**config.mk**
```make
export PLATFORM = sky130hd
export DESIGN_NAME = gregorian_date_difference_add_flat
export DESIGN_NICKNAME = d
export VERILOG_FILES = /design/src/design/gdda_pkg.sv /design/src/design/gdda_req_if.sv /design/src/design/gdda_rsp_if.sv /design/src/design/gregorian_date_difference_add.sv /design/src/design/gdda_front.sv /design/src/design/gdda_queue.sv /design/src/design/gdda_back.sv /design/src/flat_wrapper.sv
export SDC_FILE = /design/constraint.sdc
export NUM_CORES = 2
export LEC_CHECK = 0
export BUFFER_PORTS_ARGS = -buffer_cell sky130_fd_sc_hd__buf_2
export CORE_MARGIN = 2
export CORE_UTILIZATION = 55
export DETAILED_ROUTE_END_ITERATION = 6
export MAX_ROUTING_LAYER = met4
export PLACE_DENSITY = 0.72
export SLEW_MARGIN = 20
export SYNTH_ARGS = -nofsm -noshare
export SYNTH_HDL_FRONTEND = slang
export SYNTH_SLANG_ARGS = --single-unit
```
**constraint.sdc**
```tcl
create_clock -name clk -period 9.95 [get_ports clk]
set_clock_uncertainty 0.05 [all_clocks]
set_input_delay 0 -clock clk [delete_from_list [all_inputs] [get_ports clk]]
set_output_delay 0 -clock clk [all_outputs]
set_load 0.01 [all_outputs]
```
**src/design/gdda_pkg.sv**
```systemverilog
// Shared types, constants and calendar helper functions for the date arithmetic block.
package gdda_pkg;

    localparam int DAY_W  = 5;
    localparam int MON_W  = 4;
    localparam int YEAR_W = 14;
    localparam int ADD_W  = 16;
    localparam int DIFF_W = 22;

    localparam logic [YEAR_W-1:0] MAX_YEAR      = YEAR_W'(9999);
    localparam logic [YEAR_W-1:0] MAX_QUAD_YEAR = MAX_YEAR - YEAR_W'(4);

    localparam logic [MON_W-1:0] MONTH_JAN = MON_W'(1);
    localparam logic [MON_W-1:0] MONTH_FEB = MON_W'(2);
    localparam logic [MON_W-1:0] MONTH_DEC = MON_W'(12);
    localparam logic [DAY_W-1:0] LAST_DAY_DEC = DAY_W'(31);

    // floor(x / 100) = (x * RECIP_100) >> RECIP_SHIFT, exact for x < 10400
    localparam int               RECIP_W     = 13;
    localparam logic [RECIP_W-1:0] RECIP_100 = RECIP_W'(5243);
    localparam int               RECIP_SHIFT = 19;
    localparam int               PROD_W      = YEAR_W + RECIP_W;
    localparam int               Q_W         = 7;   // year / 100 up to 104
    localparam int               Q400_W      = Q_W - 2;
    localparam int               LEAP_W      = 12;  // leap years before year
    localparam int               CUM_W       = 9;   // days before month
    localparam int               R100_W      = 7;
    localparam int               R400_W      = 9;
    localparam int               QUAD_W      = 11;

    localparam int DAYS_PER_YEAR = 365;

    localparam int QUEUE_DEPTH = 2;
    localparam int QPTR_W      = (QUEUE_DEPTH > 1) ? $clog2(QUEUE_DEPTH) : 1;
    localparam int QCNT_W      = $clog2(QUEUE_DEPTH + 1);

    typedef enum logic {
        ACT_DIFF = 1'b0,
        ACT_ADD  = 1'b1
    } action_t;

    typedef struct packed {
        action_t            action;
        logic [DAY_W-1:0]   first_day;
        logic [MON_W-1:0]   first_month;
        logic [YEAR_W-1:0]  first_year;
        logic [DAY_W-1:0]   second_day;
        logic [MON_W-1:0]   second_month;
        logic [YEAR_W-1:0]  second_year;
        logic [ADD_W-1:0]   days_to_add;
    } cmd_t;

    function automatic logic [MON_W-1:0] fix_month(input logic [MON_W-1:0] m);
        logic [MON_W-1:0] r;
        if (m == '0)
            r = MONTH_JAN;
        else if (m > MONTH_DEC)
            r = MONTH_DEC;
        else
            r = m;
        return r;
    endfunction

    function automatic logic [YEAR_W-1:0] fix_year(input logic [YEAR_W-1:0] y);
        return (y > MAX_YEAR) ? MAX_YEAR : y;
    endfunction

    function automatic logic [DAY_W-1:0] month_len(input logic [MON_W-1:0] m,
                                                   input logic leap);
        logic [DAY_W-1:0] r;
        case (m)
            MON_W'(4), MON_W'(6), MON_W'(9), MON_W'(11): r = DAY_W'(30);
            MONTH_FEB: r = leap ? DAY_W'(29) : DAY_W'(28);
            default:   r = DAY_W'(31);
        endcase
        return r;
    endfunction

    // days in the months before month m
    function automatic logic [CUM_W-1:0] cum_days(input logic [MON_W-1:0] m,
                                                  input logic leap);
        logic [CUM_W-1:0] r;
        case (m)
            MON_W'(1):  r = CUM_W'(0);
            MON_W'(2):  r = CUM_W'(31);
            MON_W'(3):  r = CUM_W'(59);
            MON_W'(4):  r = CUM_W'(90);
            MON_W'(5):  r = CUM_W'(120);
            MON_W'(6):  r = CUM_W'(151);
            MON_W'(7):  r = CUM_W'(181);
            MON_W'(8):  r = CUM_W'(212);
            MON_W'(9):  r = CUM_W'(243);
            MON_W'(10): r = CUM_W'(273);
            MON_W'(11): r = CUM_W'(304);
            default:    r = CUM_W'(334);
        endcase
        if (leap && (m > MONTH_FEB))
            r = r + CUM_W'(1);
        return r;
    endfunction

endpackage

```
**src/design/gdda_req_if.sv**
```systemverilog
// Request channel: valid/ready handshake carrying two dates, the action and a day count.
interface gdda_req_if;
    logic                         valid;
    logic                         ready;
    logic                         action;
    logic [gdda_pkg::DAY_W-1:0]   first_day;
    logic [gdda_pkg::MON_W-1:0]   first_month;
    logic [gdda_pkg::YEAR_W-1:0]  first_year;
    logic [gdda_pkg::DAY_W-1:0]   second_day;
    logic [gdda_pkg::MON_W-1:0]   second_month;
    logic [gdda_pkg::YEAR_W-1:0]  second_year;
    logic [gdda_pkg::ADD_W-1:0]   days_to_add;

    modport source (
        output valid, action, first_day, first_month, first_year,
               second_day, second_month, second_year, days_to_add,
        input  ready
    );

    modport sink (
        input  valid, action, first_day, first_month, first_year,
               second_day, second_month, second_year, days_to_add,
        output ready
    );
endinterface

```
**src/design/gdda_rsp_if.sv**
```systemverilog
// Response channel: valid/ready handshake carrying the day difference or the new date.
interface gdda_rsp_if;
    logic                         valid;
    logic                         ready;
    logic [gdda_pkg::DIFF_W-1:0]  day_difference;
    logic [gdda_pkg::DAY_W-1:0]   result_day;
    logic [gdda_pkg::MON_W-1:0]   result_month;
    logic [gdda_pkg::YEAR_W-1:0]  result_year;
    logic                         year_overflow;

    modport source (
        output valid, day_difference, result_day, result_month, result_year,
               year_overflow,
        input  ready
    );

    modport sink (
        input  valid, day_difference, result_day, result_month, result_year,
               year_overflow,
        output ready
    );
endinterface

```
**src/design/gregorian_date_difference_add.sv**
```systemverilog
// Top level of the Gregorian date difference / add-days block.
//
// Each request beat carries two dates, an action and a day count. With action
// difference the block maps both dates to day numbers counted from year 0
// (years before, months before, day of month) and returns their absolute
// difference; the date fields of the response are zero. With action add it
// moves the first date forward by days_to_add days under the Gregorian leap
// rule (year 0 is leap) and returns the new date with day_difference zero;
// if the walk passes the last year (9999) the result is pinned to 31 December
// of that year and year_overflow is set. Months outside 1..12 are clamped,
// years above 9999 are taken as 9999, and days are used as given.
// A difference runs one divide-by-100 step and one day-count step per date,
// then a subtract. An add runs one divide-by-100 step and a setup step, then
// the walk, which covers one month, one year or a four-year block per cycle.
// Requests are taken into a front stage and a two-entry queue while the back
// end works, and a finished response waits in its own register, so neither
// side stalls the other until the queue fills. There is one response beat
// per request beat.
module gregorian_date_difference_add (
    input  logic       clk,
    input  logic       rst_n,
    gdda_req_if.sink   req,
    gdda_rsp_if.source rsp
);
    import gdda_pkg::*;

    // front -> queue
    logic q_push;
    logic q_full;
    cmd_t q_push_cmd;

    // queue -> back
    logic q_pop;
    logic q_valid;
    cmd_t q_pop_cmd;

    // accept, clamp month/year, stage one command
    gdda_front u_front (
        .clk    (clk),
        .rst_n  (rst_n),
        .req    (req),
        .q_full (q_full),
        .q_push (q_push),
        .q_cmd  (q_push_cmd)
    );

    // decouples the front from the long add walks
    gdda_queue u_queue (
        .clk      (clk),
        .rst_n    (rst_n),
        .push     (q_push),
        .push_cmd (q_push_cmd),
        .full     (q_full),
        .pop      (q_pop),
        .valid    (q_valid),
        .pop_cmd  (q_pop_cmd)
    );

    // day counts, month walk and the response register
    gdda_back u_back (
        .clk     (clk),
        .rst_n   (rst_n),
        .q_valid (q_valid),
        .q_cmd   (q_pop_cmd),
        .q_pop   (q_pop),
        .rsp     (rsp)
    );
endmodule

```
**src/design/gdda_front.sv**
```systemverilog
// Front end: accepts request beats, clamps month and year, and pushes commands to the queue.
module gdda_front (
    input  logic           clk,
    input  logic           rst_n,
    gdda_req_if.sink       req,
    input  logic           q_full,
    output logic           q_push,
    output gdda_pkg::cmd_t q_cmd
);
    import gdda_pkg::*;

    logic stage_valid_reg, stage_valid_next;
    cmd_t stage_reg;
    logic take;

    assign req.ready = !stage_valid_reg || !q_full;
    assign take      = req.valid && req.ready;
    assign q_push    = stage_valid_reg && !q_full;
    assign q_cmd     = stage_reg;

    always_comb
    begin
        stage_valid_next = stage_valid_reg;
        if (take)
            stage_valid_next = 1'b1;
        else if (q_push)
            stage_valid_next = 1'b0;
    end

    always_ff @(posedge clk or negedge rst_n)
    begin
        if (!rst_n)
            stage_valid_reg <= 1'b0;
        else
            stage_valid_reg <= stage_valid_next;
    end

    always_ff @(posedge clk)
    begin
        if (take)
        begin
            stage_reg.action       <= action_t'(req.action);
            stage_reg.first_day    <= req.first_day;
            stage_reg.first_month  <= fix_month(req.first_month);
            stage_reg.first_year   <= fix_year(req.first_year);
            stage_reg.second_day   <= req.second_day;
            stage_reg.second_month <= fix_month(req.second_month);
            stage_reg.second_year  <= fix_year(req.second_year);
            stage_reg.days_to_add  <= req.days_to_add;
        end
    end
endmodule

```
**src/design/gdda_queue.sv**
```systemverilog
// Short command queue between front end and back end.
module gdda_queue (
    input  logic           clk,
    input  logic           rst_n,
    input  logic           push,
    input  gdda_pkg::cmd_t push_cmd,
    output logic           full,
    input  logic           pop,
    output logic           valid,
    output gdda_pkg::cmd_t pop_cmd
);
    import gdda_pkg::*;

    cmd_t              mem_reg [QUEUE_DEPTH];
    logic [QPTR_W-1:0] wr_ptr_reg, wr_ptr_next;
    logic [QPTR_W-1:0] rd_ptr_reg, rd_ptr_next;
    logic [QCNT_W-1:0] count_reg, count_next;
    logic              do_push, do_pop;

    assign full    = (count_reg == QCNT_W'(QUEUE_DEPTH));
    assign valid   = (count_reg != '0);
    assign pop_cmd = mem_reg[rd_ptr_reg];
    assign do_push = push && !full;
    assign do_pop  = pop && valid;

    always_comb
    begin
        wr_ptr_next = wr_ptr_reg;
        rd_ptr_next = rd_ptr_reg;
        count_next  = count_reg;
        if (do_push)
            wr_ptr_next = (wr_ptr_reg == QPTR_W'(QUEUE_DEPTH - 1)) ? '0
                                                                   : wr_ptr_reg + 1'b1;
        if (do_pop)
            rd_ptr_next = (rd_ptr_reg == QPTR_W'(QUEUE_DEPTH - 1)) ? '0
                                                                   : rd_ptr_reg + 1'b1;
        if (do_push && !do_pop)
            count_next = count_reg + 1'b1;
        else if (do_pop && !do_push)
            count_next = count_reg - 1'b1;
    end

    always_ff @(posedge clk or negedge rst_n)
    begin
        if (!rst_n)
        begin
            wr_ptr_reg <= '0;
            rd_ptr_reg <= '0;
            count_reg  <= '0;
        end
        else
        begin
            wr_ptr_reg <= wr_ptr_next;
            rd_ptr_reg <= rd_ptr_next;
            count_reg  <= count_next;
        end
    end

    always_ff @(posedge clk)
    begin
        if (do_push)
            mem_reg[wr_ptr_reg] <= push_cmd;
    end
endmodule

```
**src/design/gdda_back.sv**
```systemverilog
// Back end: sequencer for day counts and month/year walking, with the response register.
module gdda_back (
    input  logic           clk,
    input  logic           rst_n,
    input  logic           q_valid,
    input  gdda_pkg::cmd_t q_cmd,
    output logic           q_pop,
    gdda_rsp_if.source     rsp
);
    import gdda_pkg::*;

    typedef enum logic [6:0] {
        ST_IDLE = 7'b0000001,
        ST_DIV  = 7'b0000010,
        ST_CNT  = 7'b0000100,
        ST_DIFF = 7'b0001000,
        ST_INIT = 7'b0010000,
        ST_WALK = 7'b0100000,
        ST_DONE = 7'b1000000
    } state_t;

    state_t              state_reg, state_next;
    cmd_t                cmd_reg, cmd_next;
    logic                sel_reg, sel_next;
    logic [Q_W-1:0]      qy_reg, qy_next;
    logic [Q_W-1:0]      q100_reg, q100_next;
    logic [Q400_W-1:0]   q400_reg, q400_next;
    logic [DIFF_W-1:0]   cnt_a_reg, cnt_a_next;
    logic [DIFF_W-1:0]   cnt_b_reg, cnt_b_next;
    logic [DIFF_W-1:0]   diff_reg, diff_next;
    logic [DAY_W-1:0]    d_reg, d_next;
    logic [MON_W-1:0]    m_reg, m_next;
    logic [YEAR_W-1:0]   y_reg, y_next;
    logic [ADD_W-1:0]    n_reg, n_next;
    logic [1:0]          r4_reg, r4_next;
    logic [R100_W-1:0]   r100_reg, r100_next;
    logic [R400_W-1:0]   r400_reg, r400_next;
    logic                ovf_reg, ovf_next;
    logic                rsp_valid_reg, rsp_valid_next;
    logic [DIFF_W-1:0]   out_diff_reg;
    logic [DAY_W-1:0]    out_day_reg;
    logic [MON_W-1:0]    out_mon_reg;
    logic [YEAR_W-1:0]   out_year_reg;
    logic                out_ovf_reg;
    logic                load_out;

    // date under work in the day-count path
    logic [YEAR_W-1:0]   cur_y;
    logic [MON_W-1:0]    cur_m;
    logic [DAY_W-1:0]    cur_d;

    // divide-by-100 products
    logic [YEAR_W-1:0]   x99, x399;
    logic [PROD_W-1:0]   prod_y, prod_99, prod_399;

    // day-count terms
    logic [YEAR_W-1:0]   y_plus3, y_hund, y_four_hund, y_mod100, y_mod400;
    logic [LEAP_W-1:0]   leaps;
    logic                leap_c;
    logic [DIFF_W-1:0]   count;

    // month walk terms
    logic                leap_w, at_jan1;
    logic [DAY_W-1:0]    mlen;
    logic [DAY_W:0]      steps;
    logic [QUAD_W-1:0]   year_len, quad_len;
    logic [R100_W-1:0]   r100_inc, r100_quad;
    logic [R400_W-1:0]   r400_inc, r400_quad;

    assign cur_y = sel_reg ? cmd_reg.second_year  : cmd_reg.first_year;
    assign cur_m = sel_reg ? cmd_reg.second_month : cmd_reg.first_month;
    assign cur_d = sel_reg ? cmd_reg.second_day   : cmd_reg.first_day;

    assign x99      = cur_y + YEAR_W'(99);
    assign x399     = cur_y + YEAR_W'(399);
    assign prod_y   = PROD_W'(cur_y) * PROD_W'(RECIP_100);
    assign prod_99  = PROD_W'(x99)   * PROD_W'(RECIP_100);
    assign prod_399 = PROD_W'(x399)  * PROD_W'(RECIP_100);

    // leaps before year y: ceil(y/4) - ceil(y/100) + ceil(y/400)
    assign y_plus3     = cur_y + YEAR_W'(3);
    assign leaps       = LEAP_W'(y_plus3 >> 2) - LEAP_W'(q100_reg) + LEAP_W'(q400_reg);
    assign y_hund      = YEAR_W'(qy_reg) * YEAR_W'(100);
    assign y_four_hund = YEAR_W'(qy_reg[Q_W-1:2]) * YEAR_W'(400);
    assign y_mod100    = cur_y - y_hund;
    assign y_mod400    = cur_y - y_four_hund;
    assign leap_c      = (cur_y[1:0] == 2'b00) &&
                         ((y_mod100 != '0) || (qy_reg[1:0] == 2'b00));
    assign count       = DIFF_W'(cur_y) * DIFF_W'(DAYS_PER_YEAR) + DIFF_W'(leaps)
                       + DIFF_W'(cum_days(cur_m, leap_c)) + DIFF_W'(cur_d);

    assign leap_w    = (r4_reg == 2'b00) && ((r100_reg != '0) || (r400_reg == '0));
    assign at_jan1   = (d_reg == DAY_W'(1)) && (m_reg == MONTH_JAN);
    assign mlen      = month_len(m_reg, leap_w);
    assign steps     = ((mlen > d_reg) ? {1'b0, mlen - d_reg} : '0) + (DAY_W+1)'(1);
    assign year_len  = leap_w ? QUAD_W'(366) : QUAD_W'(365);
    assign quad_len  = leap_w ? QUAD_W'(1461) : QUAD_W'(1460);
    assign r100_inc  = (r100_reg == R100_W'(99))  ? '0 : r100_reg + R100_W'(1);
    assign r400_inc  = (r400_reg == R400_W'(399)) ? '0 : r400_reg + R400_W'(1);
    assign r100_quad = (r100_reg == R100_W'(96))  ? '0 : r100_reg + R100_W'(4);
    assign r400_quad = (r400_reg == R400_W'(396)) ? '0 : r400_reg + R400_W'(4);

    always_comb
    begin
        state_next = state_reg;
        cmd_next   = cmd_reg;
        sel_next   = sel_reg;
        qy_next    = qy_reg;
        q100_next  = q100_reg;
        q400_next  = q400_reg;
        cnt_a_next = cnt_a_reg;
        cnt_b_next = cnt_b_reg;
        diff_next  = diff_reg;
        d_next     = d_reg;
        m_next     = m_reg;
        y_next     = y_reg;
        n_next     = n_reg;
        r4_next    = r4_reg;
        r100_next  = r100_reg;
        r400_next  = r400_reg;
        ovf_next   = ovf_reg;
        q_pop      = 1'b0;
        load_out   = 1'b0;

        case (state_reg)
            ST_IDLE:
            begin
                if (q_valid)
                begin
                    q_pop      = 1'b1;
                    cmd_next   = q_cmd;
                    sel_next   = 1'b0;
                    d_next     = q_cmd.first_day;
                    m_next     = q_cmd.first_month;
                    y_next     = q_cmd.first_year;
                    n_next     = q_cmd.days_to_add;
                    ovf_next   = 1'b0;
                    state_next = ST_DIV;
                end
            end
            ST_DIV:
            begin
                qy_next    = prod_y[RECIP_SHIFT +: Q_W];
                q100_next  = prod_99[RECIP_SHIFT +: Q_W];
                q400_next  = prod_399[RECIP_SHIFT + 2 +: Q400_W];
                state_next = (cmd_reg.action == ACT_ADD) ? ST_INIT : ST_CNT;
            end
            ST_CNT:
            begin
                if (!sel_reg)
                begin
                    cnt_a_next = count;
                    sel_next   = 1'b1;
                    state_next = ST_DIV;
                end
                else
                begin
                    cnt_b_next = count;
                    state_next = ST_DIFF;
                end
            end
            ST_DIFF:
            begin
                diff_next  = (cnt_a_reg > cnt_b_reg) ? cnt_a_reg - cnt_b_reg
                                                     : cnt_b_reg - cnt_a_reg;
                state_next = ST_DONE;
            end
            ST_INIT:
            begin
                r4_next    = cur_y[1:0];
                r100_next  = y_mod100[R100_W-1:0];
                r400_next  = y_mod400[R400_W-1:0];
                state_next = ST_WALK;
            end
            ST_WALK:
            begin
                if (n_reg == '0)
                    state_next = ST_DONE;
                else if (at_jan1 && (r4_reg == 2'b00) && (y_reg <= MAX_QUAD_YEAR) &&
                         (n_reg >= ADD_W'(quad_len)))
                begin
                    // four whole years from a year divisible by four
                    n_next    = n_reg - ADD_W'(quad_len);
                    y_next    = y_reg + YEAR_W'(4);
                    r100_next = r100_quad;
                    r400_next = r400_quad;
                end
                else if (at_jan1 && (y_reg < MAX_YEAR) && (n_reg >= ADD_W'(year_len)))
                begin
                    n_next    = n_reg - ADD_W'(year_len);
                    y_next    = y_reg + YEAR_W'(1);
                    r4_next   = r4_reg + 2'b01;
                    r100_next = r100_inc;
                    r400_next = r400_inc;
                end
                else if (n_reg < ADD_W'(steps))
                begin
                    d_next = d_reg + n_reg[DAY_W-1:0];
                    n_next = '0;
                end
                else
                begin
                    n_next = n_reg - ADD_W'(steps);
                    d_next = DAY_W'(1);
                    if (m_reg == MONTH_DEC)
                    begin
                        m_next = MONTH_JAN;
                        if (y_reg >= MAX_YEAR)
                        begin
                            // past the last year: pin to its final day
                            ovf_next   = 1'b1;
                            d_next     = LAST_DAY_DEC;
                            m_next     = MONTH_DEC;
                            y_next     = MAX_YEAR;
                            state_next = ST_DONE;
                        end
                        else
                        begin
                            y_next    = y_reg + YEAR_W'(1);
                            r4_next   = r4_reg + 2'b01;
                            r100_next = r100_inc;
                            r400_next = r400_inc;
                        end
                    end
                    else
                        m_next = m_reg + MON_W'(1);
                end
            end
            ST_DONE:
            begin
                if (!rsp_valid_reg || rsp.ready)
                begin
                    load_out   = 1'b1;
                    state_next = ST_IDLE;
                end
            end
            default:
                state_next = ST_IDLE;
        endcase

        rsp_valid_next = rsp_valid_reg;
        if (load_out)
            rsp_valid_next = 1'b1;
        else if (rsp.ready)
            rsp_valid_next = 1'b0;
    end

    always_ff @(posedge clk or negedge rst_n)
    begin
        if (!rst_n)
        begin
            state_reg     <= ST_IDLE;
            rsp_valid_reg <= 1'b0;
        end
        else
        begin
            state_reg     <= state_next;
            rsp_valid_reg <= rsp_valid_next;
        end
    end

    always_ff @(posedge clk)
    begin
        cmd_reg   <= cmd_next;
        sel_reg   <= sel_next;
        qy_reg    <= qy_next;
        q100_reg  <= q100_next;
        q400_reg  <= q400_next;
        cnt_a_reg <= cnt_a_next;
        cnt_b_reg <= cnt_b_next;
        diff_reg  <= diff_next;
        d_reg     <= d_next;
        m_reg     <= m_next;
        y_reg     <= y_next;
        n_reg     <= n_next;
        r4_reg    <= r4_next;
        r100_reg  <= r100_next;
        r400_reg  <= r400_next;
        ovf_reg   <= ovf_next;
        if (load_out)
        begin
            if (cmd_reg.action == ACT_ADD)
            begin
                out_diff_reg <= '0;
                out_day_reg  <= d_reg;
                out_mon_reg  <= m_reg;
                out_year_reg <= y_reg;
                out_ovf_reg  <= ovf_reg;
            end
            else
            begin
                out_diff_reg <= diff_reg;
                out_day_reg  <= '0;
                out_mon_reg  <= '0;
                out_year_reg <= '0;
                out_ovf_reg  <= 1'b0;
            end
        end
    end

    assign rsp.valid          = rsp_valid_reg;
    assign rsp.day_difference = out_diff_reg;
    assign rsp.result_day     = out_day_reg;
    assign rsp.result_month   = out_mon_reg;
    assign rsp.result_year    = out_year_reg;
    assign rsp.year_overflow  = out_ovf_reg;
endmodule

```
**src/flat_wrapper.sv**
```systemverilog
// flat-port wrapper written by rule: the top's interface ports become plain ports
module gregorian_date_difference_add_flat import gdda_pkg::*;
  (clk, rst_n, req_valid, req_action, req_first_day, req_first_month, req_first_year, req_second_day, req_second_month, req_second_year, req_days_to_add, req_ready, rsp_valid, rsp_day_difference, rsp_result_day, rsp_result_month, rsp_result_year, rsp_year_overflow, rsp_ready);
  gdda_req_if req_i ();
  gdda_rsp_if rsp_i ();
  input  logic clk;
  input  logic rst_n;
  input wire logic [$bits(req_i.valid)-1:0] req_valid;
  input wire logic [$bits(req_i.action)-1:0] req_action;
  input wire logic [$bits(req_i.first_day)-1:0] req_first_day;
  input wire logic [$bits(req_i.first_month)-1:0] req_first_month;
  input wire logic [$bits(req_i.first_year)-1:0] req_first_year;
  input wire logic [$bits(req_i.second_day)-1:0] req_second_day;
  input wire logic [$bits(req_i.second_month)-1:0] req_second_month;
  input wire logic [$bits(req_i.second_year)-1:0] req_second_year;
  input wire logic [$bits(req_i.days_to_add)-1:0] req_days_to_add;
  output wire logic [$bits(req_i.ready)-1:0] req_ready;
  output wire logic [$bits(rsp_i.valid)-1:0] rsp_valid;
  output wire logic [$bits(rsp_i.day_difference)-1:0] rsp_day_difference;
  output wire logic [$bits(rsp_i.result_day)-1:0] rsp_result_day;
  output wire logic [$bits(rsp_i.result_month)-1:0] rsp_result_month;
  output wire logic [$bits(rsp_i.result_year)-1:0] rsp_result_year;
  output wire logic [$bits(rsp_i.year_overflow)-1:0] rsp_year_overflow;
  input wire logic [$bits(rsp_i.ready)-1:0] rsp_ready;
  assign req_i.valid = req_valid;
  assign req_i.action = req_action;
  assign req_i.first_day = req_first_day;
  assign req_i.first_month = req_first_month;
  assign req_i.first_year = req_first_year;
  assign req_i.second_day = req_second_day;
  assign req_i.second_month = req_second_month;
  assign req_i.second_year = req_second_year;
  assign req_i.days_to_add = req_days_to_add;
  assign req_ready = req_i.ready;
  assign rsp_valid = rsp_i.valid;
  assign rsp_day_difference = rsp_i.day_difference;
  assign rsp_result_day = rsp_i.result_day;
  assign rsp_result_month = rsp_i.result_month;
  assign rsp_result_year = rsp_i.result_year;
  assign rsp_year_overflow = rsp_i.year_overflow;
  assign rsp_i.ready = rsp_ready;
  gregorian_date_difference_add u_core (.clk(clk), .rst_n(rst_n), .req(req_i), .rsp(rsp_i));
endmodule
```
==> impl_results.md <==
- R2R Path End: u_core.u_back.cnt_b_reg[17]$_DFFE_PP_
- Post-route met1 wirelength: 36300 um
- Die H: between 200 and 300 um
- Required time worst endpoint: roughly 10 ns
- Drt wl/cell: between 15 and 20 um
- Worst-margin pin slew: 1.08 ns
- Syn_area_per_cell: approximately 11 sq um
- Outcome: finished, final reports clean
- Post-CTS sizing: 0
- Fin cells: 4321
- Met3 wire length: roughly 4400 um
- Seq/Total Area, Yosys: 0.365
- First-pass detailed-route iteration total: 6
- Die X: 260 um
- Vias in the first global route: roughly 25000
- Hold path start: req_action
- Grt total ovfl: 0
- Setup crit end kind: flip-flop
- CTS H-Tree Depth: 2
- FF+latch count, synth: roughly 440
- Hold depth: 2
- Crit-path max cell delay: between 0.5 and 0.6 ns
- Synth Area in Compound Gates: 0.0937
- Worst-path fanout max: 8
- GPL Wtd Cong: approximately 0.95
- Worst reg2reg setup slack: 0.67 ns
- Starting density of the core: 0.557
- Num CTS Buffers: 48
- Met2 routed WL: approximately 41000 um
- Max Transition Viols Final: 0
- Root buffer cell: clkbuf_16
- I/O pin count: between 100 and 150
- Clk Latency, worst-skew pair: between 0.6 and 0.7 ns
- Vias: 24300
- Overall routing resource usage: 0.263
- XOR/XNOR share of the synthesized area: 0.0443
- Core Region: 64600 sq um
- Max reg flops: roughly 130
- Fraction of registers with async set/reset: 0.0296
- Clk buf depth: 3
- Port Buffers: between 100 and 150
- Post-synth EDFFs: about 430
- Critical Path AT: 9.56 ns
- Post-synth top flop: edfxtp_1
- Vias/cell: between 5 and 6
- Post-route ant nets: 0
- Syn_nets: roughly 4000
- Residual DRC: 0
- Final setup vio count: 0
- Adder-Cell Fraction of Synth Area: 0.320
- Share of cells above drive strength 1: 0.0967
- CP max stage cell: fa_1
- Cell Count Post-Placement: between 4000 and 5000
- First-pass GRT wire length: between 100000 and 150000 um
- Rows: 93
- Largest family of logic cells by synthesized area: adder cells
- Cell area after synthesis: 36000 sq um
- Die ar.: ~67000 sq um
- Syn-to-layout area delta: 11.8%
- Crit share post-route: 0.933
- Post-CTS Setup Repair Bufs: 0
- Layout Nets: approximately 4300
- MaxCap Viol Count: 0
- WL final: 84900 um
- Max-slew headroom: 0.274
- Minimum clock period: ~9.3 ns
- Pin count of the biggest net entering global routing: 65
- Clk pin slew, worst setup/hold paths: ~0.06 ns
- Sink Count: roughly 440
- Initial antenna violation count: 1
- Yosys cell types: 89
- Fmax: 108 MHz
- WHS Endpoint: u_core.u_front.q_cmd[62]$_DFFE_PP_
- Top Metal Used: met4
- YS warnings: 0
- Critical path startpoint category: flip-flop
- Post-synthesis mux area share: 0.0299
- Setup TNS Final: 0 ns
- Min-Delay Path Class: in -> reg
- Reg2reg start: u_core.u_back.qy_reg[3]$_DFFE_PN_
- RSZ-0062 raised after global routing: no
- Hold WS: ~0.052 ns
- Simple-Gate Fraction of Synth Area: 0.0795
- Hpwl dp: between 60000 and 70000 um
- Syn Inst Count: between 3000 and 4000
- Setup Crit Path Kind: reg -> reg
- Fin. Hold Viols: 0
- FF-to-FF path depth: 33
- DR iter-0 viols: roughly 1700
- TritonCTS clock tree: done
-- worst max-delay path by stage --
stage | startpoint | endpoint | slack (ns) | cells after the start
finish | u_core.u_back.qy_reg[3]$_DFFE_PN_ | u_core.u_back.cnt_b_reg[17]$_DFFE_PP_ | 0.67 | 33
detailed placement | u_core.u_back.qy_reg[3]$_DFFE_PN_ | u_core.u_back.cnt_b_reg[17]$_DFFE_PP_ | 0.70 | 33
CTS | u_core.u_back.qy_reg[3]$_DFFE_PN_ | u_core.u_back.cnt_a_reg[17]$_DFFE_PP_ | 0.68 | 33
floorplan | u_core.u_back.sel_reg$_DFFE_PP_ | u_core.u_back.cnt_a_reg[17]$_DFFE_PP_ | 1.17 | 28
global route | u_core.u_back.qy_reg[3]$_DFFE_PN_ | u_core.u_back.cnt_b_reg[17]$_DFFE_PP_ | 0.08 | 33
global placement | u_core.u_back.qy_reg[3]$_DFFE_PN_ | u_core.u_back.cnt_a_reg[17]$_DFFE_PP_ | 0.71 | 33
-- cell usage after synthesis (14+ instances only) --
cell	n	area, sq um
o21bai_1	14	105
and2_1	54	338
fa_1	263	5270
a21oi_1	152	761
ha_1	498	6230
o211ai_1	20	150
o31ai_1	14	105
xnor2_1	135	1180
nand4_1	18	113
o21a_1	23	173
clkbuf_1	61	229
edfxtp_1	426	12800
xor2_1	47	412
a211oi_1	24	180
a21o_1	35	263
o21ai_0	95	475
inv_1	572	2150
mux2_2	55	619
nor2_1	133	499
nor3_1	36	180
nand2b_1	35	219
mux2i_1	43	430
nand3_1	43	215
nor2b_1	50	313
nand2_1	118	443
-- metal layers --
layer | track usage | vias to the layer above
met5 | - | -
met2 | 0.428 | 687
met3 | 0.0387 | 166
met1 | 0.338 | 12000
li1 | - | 11500
met4 | 0.0900 | 0
-- layout make-up --
| cell class | instances | area, sq um |
|---|---|---|
| clock buffer | 63 | 1290 |
| antenna | 1 | 2.50 |
| multi-input combinational | 2114 | 20400 |
| fill | 5030 | 24400 |
| clock inverter | 24 | 287 |
| timing repair buffer | 251 | 1820 |
| sequential | 439 | 13100 |
| tap | 855 | 1070 |
| inverter | 574 | 2150 |
-- placed cells by master (no fill, tap or decap), types with 53 or more instances in the layout --
| cell type | netlist | layout |
|---|---|---|
| dlygate4sd3_1 | 0 | 86 |
| fa_1 | 263 | 263 |
| o21ai_0 | 95 | 95 |
| ha_1 | 498 | 498 |
| buf_2 | 9 | 114 |
| nand2_1 | 118 | 118 |
| inv_1 | 572 | 571 |
| nor2_1 | 133 | 131 |
| mux2_2 | 55 | 55 |
| xnor2_1 | 135 | 135 |
| a21oi_1 | 152 | 152 |
| and2_1 | 54 | 53 |
| edfxtp_1 | 426 | 426 |
-- what timing repair did --
item,4_1_cts,5_1_grt
endpoints found under the hold margin,80,0
hold buffers,86,0
setup endpoints to repair,0,0
-- stage by stage --
step | cell area (sq um) | worst slack, ns | util
4_1_cts | 40100 | 0.684 | 0.622
3_5_place_dp | 37700 | 0.701 | 0.584
3_3_place_gp | 37700 | 0.713 | 0.584
6_report | 40200 | 0.671 | 0.622
5_1_grt | 40200 | 0.0833 | 0.622
2_1_floorplan | 36000 | 1.17 | -
-- logic make-up after synthesis --
family,Yosys count
adders and majority gates,761
buffers and inverters,647
and+or+nand+nor,557
AOI/OAI and AO/OA,514
DFF,439
xor gates and xnor gates,182
muxes,100
-- worst max-delay path, delay by kind of cell (launching register included) --
kind            cells  cell delay [ns]
simple gates        8             1.53
fa+ha+maj          10             4.05
flops               1             0.50
compound gates      9             2.27
xor+xnor            3             0.48
buf+inv             3             0.15
Power is not shown: default switching activity piles up to over one toggle a cycle in this logic, so the estimate is an artifact.
